===== src/rtl/core/asfc_pkg.sv =====
// ----------------------------------------------------------------------------
// asfc_pkg: shared types and constants for the audio sample format converter
// Holds the payload structs, format codes, register indexes and the
// float/integer conversion helpers.
// ----------------------------------------------------------------------------
package asfc_pkg;

  localparam int unsigned FmtW = 3;
  localparam int unsigned CfgIdxW = 2;
  localparam int unsigned CfgDataW = 3;

  localparam logic [FmtW-1:0] FMT_S8 = 3'd0;
  localparam logic [FmtW-1:0] FMT_U8 = 3'd1;
  localparam logic [FmtW-1:0] FMT_S16 = 3'd2;
  localparam logic [FmtW-1:0] FMT_S32 = 3'd3;
  localparam logic [FmtW-1:0] FMT_P24 = 3'd4;
  localparam logic [FmtW-1:0] FMT_F32 = 3'd5;

  localparam logic [CfgIdxW-1:0] REG_SRC_FMT = 2'd0;
  localparam logic [CfgIdxW-1:0] REG_TGT_FMT = 2'd1;
  localparam logic [CfgIdxW-1:0] REG_SRC_SWAP = 2'd2;
  localparam logic [CfgIdxW-1:0] REG_TGT_SWAP = 2'd3;

  localparam logic [31:0] SIGN24 = 32'h0080_0000;
  localparam logic [31:0] HIGH8 = 32'hFF00_0000;
  localparam logic [7:0] OFFS_BIT = 8'h80;

  typedef struct packed {
    logic [31:0] sample_in;
    logic        block_end;
  } in_item_t;

  typedef struct packed {
    logic [31:0] sample_out;
    logic        format_error;
    logic        block_end_out;
  } out_item_t;

  typedef struct packed {
    logic [FmtW-1:0] src_fmt;
    logic [FmtW-1:0] tgt_fmt;
    logic            src_swap;
    logic            tgt_swap;
  } cfg_t;

  // Bytes of a format code: 1, 2 or 4.
  function automatic logic [2:0] fmt_bytes(input logic [FmtW-1:0] f);
    if (f <= FMT_U8) return 3'd1;
    if (f == FMT_S16) return 3'd2;
    return 3'd4;
  endfunction

  function automatic logic [31:0] width_mask(input logic [2:0] n);
    if (n == 3'd1) return 32'h0000_00FF;
    if (n == 3'd2) return 32'h0000_FFFF;
    return 32'hFFFF_FFFF;
  endfunction

  function automatic logic [31:0] swap_bytes(input logic [31:0] v, input logic [2:0] n);
    if (n == 3'd2) return {16'd0, v[7:0], v[15:8]};
    if (n == 3'd4) return {v[7:0], v[15:8], v[23:16], v[31:24]};
    return v;
  endfunction

  // Float times 2^sh (sh = 15 or 23), truncate toward zero, saturate at
  // +/-2^31 (and clip to the target range afterwards by caller). NaN gives 0.
  function automatic logic [31:0] float_to_int(input logic [31:0] x,
                                              input logic [4:0] sh);
    logic [7:0]  e;
    logic [23:0] m;
    logic [8:0]  ue;
    logic [31:0] mag;
    logic        big;
    logic        nan;
    logic [8:0]  shr;
    e = x[30:23];
    m = {1'b1, x[22:0]};
    nan = (e == 8'hFF) && (x[22:0] != 23'd0);
    // value = m * 2^(e - 150 + sh)
    ue = {1'b0, e} + {4'd0, sh};
    big = (ue >= 9'd158);          // |v| >= 2^31
    mag = 32'd0;
    if (e == 8'd0) begin
      mag = 32'd0;
    end else if (ue >= 9'd150) begin
      mag = {8'd0, m} << (ue - 9'd150);
    end else begin
      shr = 9'd150 - ue;
      mag = (shr > 9'd24) ? 32'd0 : ({8'd0, m} >> shr);
    end
    if (nan) return 32'd0;
    if (big) return x[31] ? 32'h8000_0000 : 32'h7FFF_FFFF;
    return x[31] ? (~mag + 32'd1) : mag;
  endfunction

  // Signed integer (|v| <= 2^31) to float, scaled by 2^-sh, round to nearest even.
  function automatic logic [31:0] int_to_float(input logic [31:0] v,
                                              input logic [4:0] sh);
    logic        s;
    logic [31:0] mag;
    logic [4:0]  lz;
    logic [31:0] nm;
    logic [23:0] mant;
    logic        g;
    logic        st;
    logic [24:0] rm;
    logic [7:0]  ex;
    s = v[31];
    mag = s ? (~v + 32'd1) : v;
    if (mag == 32'd0) return 32'd0;
    lz = 5'd0;
    for (int i = 0; i < 32; i++) begin
      if (mag[i]) lz = 5'(31 - i);
    end
    nm = mag << lz;
    mant = nm[31:8];
    g = nm[7];
    st = |nm[6:0];
    rm = {1'b0, mant} + {24'd0, g & (st | mant[0])};
    ex = 8'(8'd158 - {3'd0, lz} - {3'd0, sh});
    if (rm[24]) begin
      ex = ex + 8'd1;
      rm = rm >> 1;
    end
    return {s, ex, rm[22:0]};
  endfunction

endpackage


===== src/rtl/core/audio_sample_format_converter.sv =====
// ----------------------------------------------------------------------------
// audio_sample_format_converter: PCM sample format converter
// Result is valid in the cycle after input accept; one item per cycle unless the output stalls.
// The result register is the only pipeline stage; a full result register
// still accepts a new item when the downstream side takes the old one.
// Reset (async, active low) clears valid and sets s16 -> s16, no swap.
// ----------------------------------------------------------------------------
module audio_sample_format_converter (
  input  logic                          clk_i,
  input  logic                          rst_ni,
  input  logic                          in_valid_i,
  output logic                          in_ready_o,
  input  asfc_pkg::in_item_t            in_data_i,
  output logic                          out_valid_o,
  input  logic                          out_ready_i,
  output asfc_pkg::out_item_t           out_data_o,
  input  logic                          cfg_valid_i,
  output logic                          cfg_ready_o,
  input  logic [asfc_pkg::CfgIdxW-1:0]  cfg_index_i,
  input  logic [asfc_pkg::CfgDataW-1:0] cfg_data_i
);
  import asfc_pkg::*;

  cfg_t      cfg_q;
  out_item_t res_d, res_q;
  logic      valid_q;

  logic [2:0]  sb, tb;
  logic [31:0] x, xs, s16v, y, ym;
  logic [31:0] ext16;
  logic        err, sbyte, tbyte;

  assign cfg_ready_o = 1'b1;
  assign in_ready_o = !valid_q || out_ready_i;
  assign out_valid_o = valid_q;
  assign out_data_o = res_q;

  // Write configuration registers.
  always_ff @(posedge clk_i or negedge rst_ni) begin
    if (!rst_ni) begin
      cfg_q <= '{src_fmt: FMT_S16, tgt_fmt: FMT_S16, src_swap: 1'b0, tgt_swap: 1'b0};
    end else if (cfg_valid_i) begin
      unique case (cfg_index_i)
        REG_SRC_FMT:  cfg_q.src_fmt <= cfg_data_i;
        REG_TGT_FMT:  cfg_q.tgt_fmt <= cfg_data_i;
        REG_SRC_SWAP: cfg_q.src_swap <= cfg_data_i[0];
        REG_TGT_SWAP: cfg_q.tgt_swap <= cfg_data_i[0];
        default: ;
      endcase
    end
  end

  // Convert one item.
  always_comb begin
    sb = fmt_bytes(cfg_q.src_fmt);
    tb = fmt_bytes(cfg_q.tgt_fmt);
    x = in_data_i.sample_in & width_mask(sb);
    xs = cfg_q.src_swap ? swap_bytes(x, sb) : x;
    sbyte = cfg_q.src_fmt <= FMT_U8;
    tbyte = cfg_q.tgt_fmt <= FMT_U8;
    err = 1'b0;
    y = 32'd0;
    if (cfg_q.src_fmt == FMT_F32) begin
      ext16 = float_to_int(xs, 5'd15);
    end else begin
      ext16 = 32'd0;
    end
    // to 16-bit intermediate
    case (cfg_q.src_fmt)
      FMT_S8:  s16v = {16'd0, xs[7:0], 8'd0};
      FMT_U8:  s16v = {16'd0, xs[7:0] ^ OFFS_BIT, 8'd0};
      FMT_F32: s16v = {16'd0, ext16[15:0]};
      FMT_S16: s16v = xs;
      default: s16v = {16'd0, xs[23:8]};
    endcase
    if (cfg_q.src_fmt == FMT_F32) begin
      if ($signed(ext16) > 32'sd32767) s16v = 32'h0000_7FFF;
      else if ($signed(ext16) < -32'sd32768) s16v = 32'h0000_8000;
    end
    if (cfg_q.src_fmt > FMT_F32 || cfg_q.tgt_fmt > FMT_F32) begin
      err = 1'b1;
    end else if (cfg_q.src_fmt == cfg_q.tgt_fmt && cfg_q.src_swap == cfg_q.tgt_swap) begin
      y = x;
    end else if ((sbyte && cfg_q.tgt_fmt != FMT_S16) || (!sbyte && cfg_q.src_fmt != FMT_S16 && tbyte)
                 || (cfg_q.src_fmt == FMT_S16 && cfg_q.tgt_fmt != FMT_S16)) begin
      case (cfg_q.tgt_fmt)
        FMT_S8:  y = {24'd0, s16v[15:8]};
        FMT_U8:  y = {24'd0, s16v[15:8] ^ OFFS_BIT};
        FMT_F32: y = int_to_float({{16{s16v[15]}}, s16v[15:0]}, 5'd15);
        default: y = {{8{s16v[15]}}, s16v[15:0], 8'd0};
      endcase
    end else if (cfg_q.tgt_fmt == FMT_S16) begin
      if (cfg_q.src_fmt == FMT_S16) err = 1'b1;
      else y = {16'd0, s16v[15:0]};
    end else if (cfg_q.src_fmt == FMT_S32 && cfg_q.tgt_fmt == FMT_F32) begin
      y = int_to_float(xs, 5'd23);
    end else if (cfg_q.src_fmt == FMT_F32 && cfg_q.tgt_fmt == FMT_S32) begin
      y = float_to_int(xs, 5'd23);
    end else if (cfg_q.src_fmt == FMT_P24 && cfg_q.tgt_fmt == FMT_F32) begin
      y = int_to_float((xs & 32'h00FF_FFFF) | ((xs & SIGN24) != 0 ? HIGH8 : 32'd0), 5'd23);
    end else if (cfg_q.src_fmt == FMT_F32 && cfg_q.tgt_fmt == FMT_P24) begin
      y = float_to_int(xs, 5'd23);
      if ($signed(y) > 32'sh7F_FFFF) y = 32'h007F_FFFF;
      else if ($signed(y) < -32'sh80_0000) y = 32'hFF80_0000;
    end else begin
      err = 1'b1;
    end
    ym = y & width_mask(tb);
    if (cfg_q.tgt_swap && !(cfg_q.src_fmt == cfg_q.tgt_fmt && cfg_q.src_swap == cfg_q.tgt_swap)) begin
      ym = swap_bytes(ym, tb);
    end
    res_d.sample_out = err ? 32'd0 : ym;
    res_d.format_error = err;
    res_d.block_end_out = in_data_i.block_end;
  end

  // Hold result until taken.
  always_ff @(posedge clk_i or negedge rst_ni) begin
    if (!rst_ni) begin
      valid_q <= 1'b0;
    end else if (in_ready_o) begin
      valid_q <= in_valid_i;
    end
  end

  always_ff @(posedge clk_i) begin
    if (in_valid_i && in_ready_o) begin
      res_q <= res_d;
    end
  end

endmodule


===== config.mk =====
export PLATFORM = sky130hd
export DESIGN_NAME = audio_sample_format_converter
export DESIGN_NICKNAME = d
export VERILOG_FILES = /design/src/rtl/core/asfc_pkg.sv /design/src/rtl/core/audio_sample_format_converter.sv
export SDC_FILE = /design/constraint.sdc
export NUM_CORES = 1
export LEC_CHECK = 0
export ABC_CLOCK_PERIOD_IN_PS = 17900
export BUFFER_PORTS_ARGS = -buffer_cell sky130_fd_sc_hd__clkbuf_2
export CAP_MARGIN = 20
export CORE_AREA = 2 2 313 315
export DETAILED_ROUTE_END_ITERATION = 7
export DIE_AREA = 0 0 315 317
export PLACE_DENSITY = 0.49
export SKIP_LAST_GASP = 1
export SYNTH_ARGS = -nofsm -noshare
export SYNTH_HDL_FRONTEND = slang
export SYNTH_SLANG_ARGS = --single-unit

===== constraint.sdc =====
create_clock -name clk_i -period 17.9 [get_ports clk_i]
set_clock_uncertainty 0.15 [all_clocks]
set_input_delay 1.79 -clock clk_i [delete_from_list [all_inputs] [get_ports clk_i]]
set_output_delay 1.79 -clock clk_i [all_outputs]
set_load 0.005 [all_outputs]

==> flow_summary.json <==
{
  "post_synthesis_sequential_element_count": 43,
  "initial_utilization_pct": 24.9,
  "worst_skew_pair.late_latency_ps": 280,
  "rows": 114,
  "stdcell_count": 4845,
  "fraction_of_layout_cells_with_a_size_suffix_above_1_pct": 11.7,
  "maximum_number_of_pins_on_one_net_before_global_route_repair": 62,
  "final_util_pct": 26.7,
  "clock_power_share_pct": 1.5,
  "numPortBuffers": 78,
  "start_kind": "primary input",
  "layout-area-overhead-vs-synth_pct": 7.31,
  "cts_htree_levels": 2,
  "irDropWorstVdd_uv": 112,
  "cp_slowest_cell": "a221oi_1",
  "cts_root_buf": "clkbuf_16",
  "hold_path.class": "reg2reg",
  "required_ps": 17780,
  "report.final.slew_viol_count": 0,
  "synth.area.top_cells": "nand2_1 6.1%, o21ai_0 5.7%, nor2_1 5.6%, a21oi_1 5.6%, edfxtp_1 4.3%",
  "crit_path_end_kind": "flip-flop",
  "clkTransAtPathRegs_ps": 60,
  "placed_cells_incl_taps": 4834,
  "multi_input_comb_area_mm2": 0.0213,
  "synth_seq_area_share_pct": 5.21,
  "rsz0062_at_grt": "false",
  "timing.final.setup_violations": 0,
  "detailed_place_hpwl_mm": 126,
  "design.portCount": 80,
  "area_of_the_core_region_mm2": 0.0963,
  "asyncSetResetFlopFracSynth_pct": 20.9,
  "post_cts_resized": 0,
  "ys_dominant_reg_cell": "edfxtp_1",
  "placement.cell_area_mm2": 0.0256,
  "final-seq-area_mm2": 0.00125,
  "fin_total_pwr_mw": 5.88,
  "p_leak_nw": 8.84,
  "synth.avg_cell_area_um2": 6.57,
  "switching_share_pct": 68.1,
  "globalRoute.totalOverflow": 0,
  "grt_util_all_layers_pct": 29.8,
  "antenna_found_initial": 5,
  "drt_iter0_markers": 5579,
  "place_ws_ps": 3640,
  "max_cap_violations": 0,
  "whs_ps": 380,
  "timing.critical_path.slowest_cell_delay_ps": 710,
  "syn-cell-area_mm2": 0.0240,
  "timing.critical_path.arrival_ps": 14290,
  "crit_type": "in2reg",
  "max_freq_mhz": 69.4,
  "fraction_of_synthesized_cell_area_taken_by_the_top_area_cell_type_pct": 6.12,
  "tightest_slew_ps": 1240,
  "chipHeight_um": 317,
  "tritoncts_clock_tree": "done",
  "violations": "DRC",
  "fp.dieW_um": 315,
  "avgRoutedWirePerCell_um": 32.4,
  "synth_cells": 3649,
  "sequentialPowerShare_pct": 2.8,
  "layout.cells.most_common_list": "390 x nand2_1, 355 x nor2_1, 275 x o21ai_0, 265 x a21oi_1, 174 x nand3_1",
  "design_area_mm2": 0.0257,
  "yosys_warnings": 0,
  "synth_top_area_cell": "nand2_1",
  "drt_drc": 1,
  "final_worst_path_cycle_share_pct": 80.5,
  "dr_total_vias": 33100,
  "nets": 3629,
  "drt-vias-per-instance": 6.82,
  "drt-total-wl_mm": 157,
  "crit_fanout": 36,
  "period_minus_slack_ps": 14410,
  "final_common_cell": "nand2_1",
  "wire_length_of_the_first_global_routing_pass_mm": 222,
  "cpMostUsedCell": "ha_1",
  "setup_tns_ps": 0,
  "finalWorstSetupSlack_ps": 3490,
  "tritoncts.num_buffers": 5,
  "die_area_mm2": 0.0999,
  "cts_num_sinks": 43,
  "ctsLongestPathBuffers": 2,
  "postRouteAntennaNets": 0,
  "slew-limit-headroom_pct": 17.2,
  "power_frac_comb_pct": 95.7,
  "postCtsHoldBufs": 0,
  "p_int_mw": 1.87,
  "netlist-cell-type-count": 141,
  "outcome": "complete, but fails checks",
  "post_cts.repair.setup_buffers": 0,
  "pwr_density_cell_mw_per_mm2": 228,
  "place.gp.congestion": 1.08,
  "p_sw_mw": 4.00,
  "drt_pre_antenna_iters": 8,
  "final-hold-violation-count": 0,
  "synth_enable_flop_cells": 34,
  "vias_in_the_first_global_route": 29400,
  "final.fill_count": 10900
}
[power groups by stage]
stage               clock network [mW]  logic [mW]  registers, mW
floorplan                            0        3.60          0.147
global placement                     0        5.41          0.166
detailed placement                   0        5.33          0.165
CTS                             0.0885        5.36          0.163
global route                    0.0920        5.86          0.165
finish                          0.0879        5.63          0.163
[critical path: cells and delay by family]
kind                       cells  cell delay [ps]
buffers and inverters          9             1930
muxes                          2              370
and+or+nand+nor               14             3200
xor gates and xnor gates       1              430
adders and majority gates      4             1470
AOI/OAI and AO/OA             16             5020
[final timing paths]
kind	start	end	slack, ps	cells past startpoint
min	out_valid_o	out_valid_o	380	2
max reg2reg	cfg_q[1]	out_data_o[15]	3760	46
max in group asynchronous	rst_ni	cfg_q[3]	16140	1
min reg2reg	out_valid_o	out_valid_o	380	2
min in group asynchronous	rst_ni	cfg_q[0]	1200	1
max	in_data_i[1]	out_data_o[15]	3490	46
[cells in the mapped netlist (38+ instances only)]
cell / instances
nand2_1: 391
nor2_1: 358
o21ai_0: 275
a21oi_1: 267
nand3_1: 174
clkbuf_1: 171
nor3_1: 138
xnor2_1: 106
mux2i_1: 90
a211oi_1: 88
o211ai_1: 87
a31oi_1: 79
o22ai_1: 63
mux2_2: 58
buf_2: 53
nand4_1: 49
o31ai_1: 46
and2_1: 42
a21o_1: 40
and3_1: 38
nor4_1: 38
[layout make-up]
cell class	count	area share, %
inverters	44	0.662
clock buffers	5	0.486
repair buffers	194	4.91
well taps	1276	6.21
clock inverters	3	0.0584
flip-flops and latches	43	4.87
diodes	1	0.00973
multi-input cells	3279	82.8
[flip-flops by register name (all words and copies together), names as in the netlist]
register,flops
out_data_o,34
cfg_q,8
out_valid_o,1
[kinds of logic (layout without fill, tap and decap cells)]
group / count (synthesis) / count (layout) / share of synthesized area, %
AO/OA/AOI/OAI: 1511 / 1511 / 44.5
XOR/XNOR: 145 / 145 / 5.48
adder cells (fa/ha/maj): 19 / 19 / 0.992
buffers and inverters: 329 / 246 / 6.33
flip-flops: 43 / 43 / 5.21
multiplexers: 171 / 171 / 8.36
other: 2 / 5 / 0.0313
AND/OR/NAND/NOR: 1429 / 1429 / 29.1
[routing by layer]
layer | track usage [%] | routed length [um] | share of wire [%]
met1 | 42.2 | 66000 | 42
met2 | 43.4 | 64400 | 41
met3 | 5.63 | 18500 | 12
met4 | 13.3 | 8300 | 5.3
met5 | 0 | 27 | 0.017
Power figures use the tool's default switching activity.
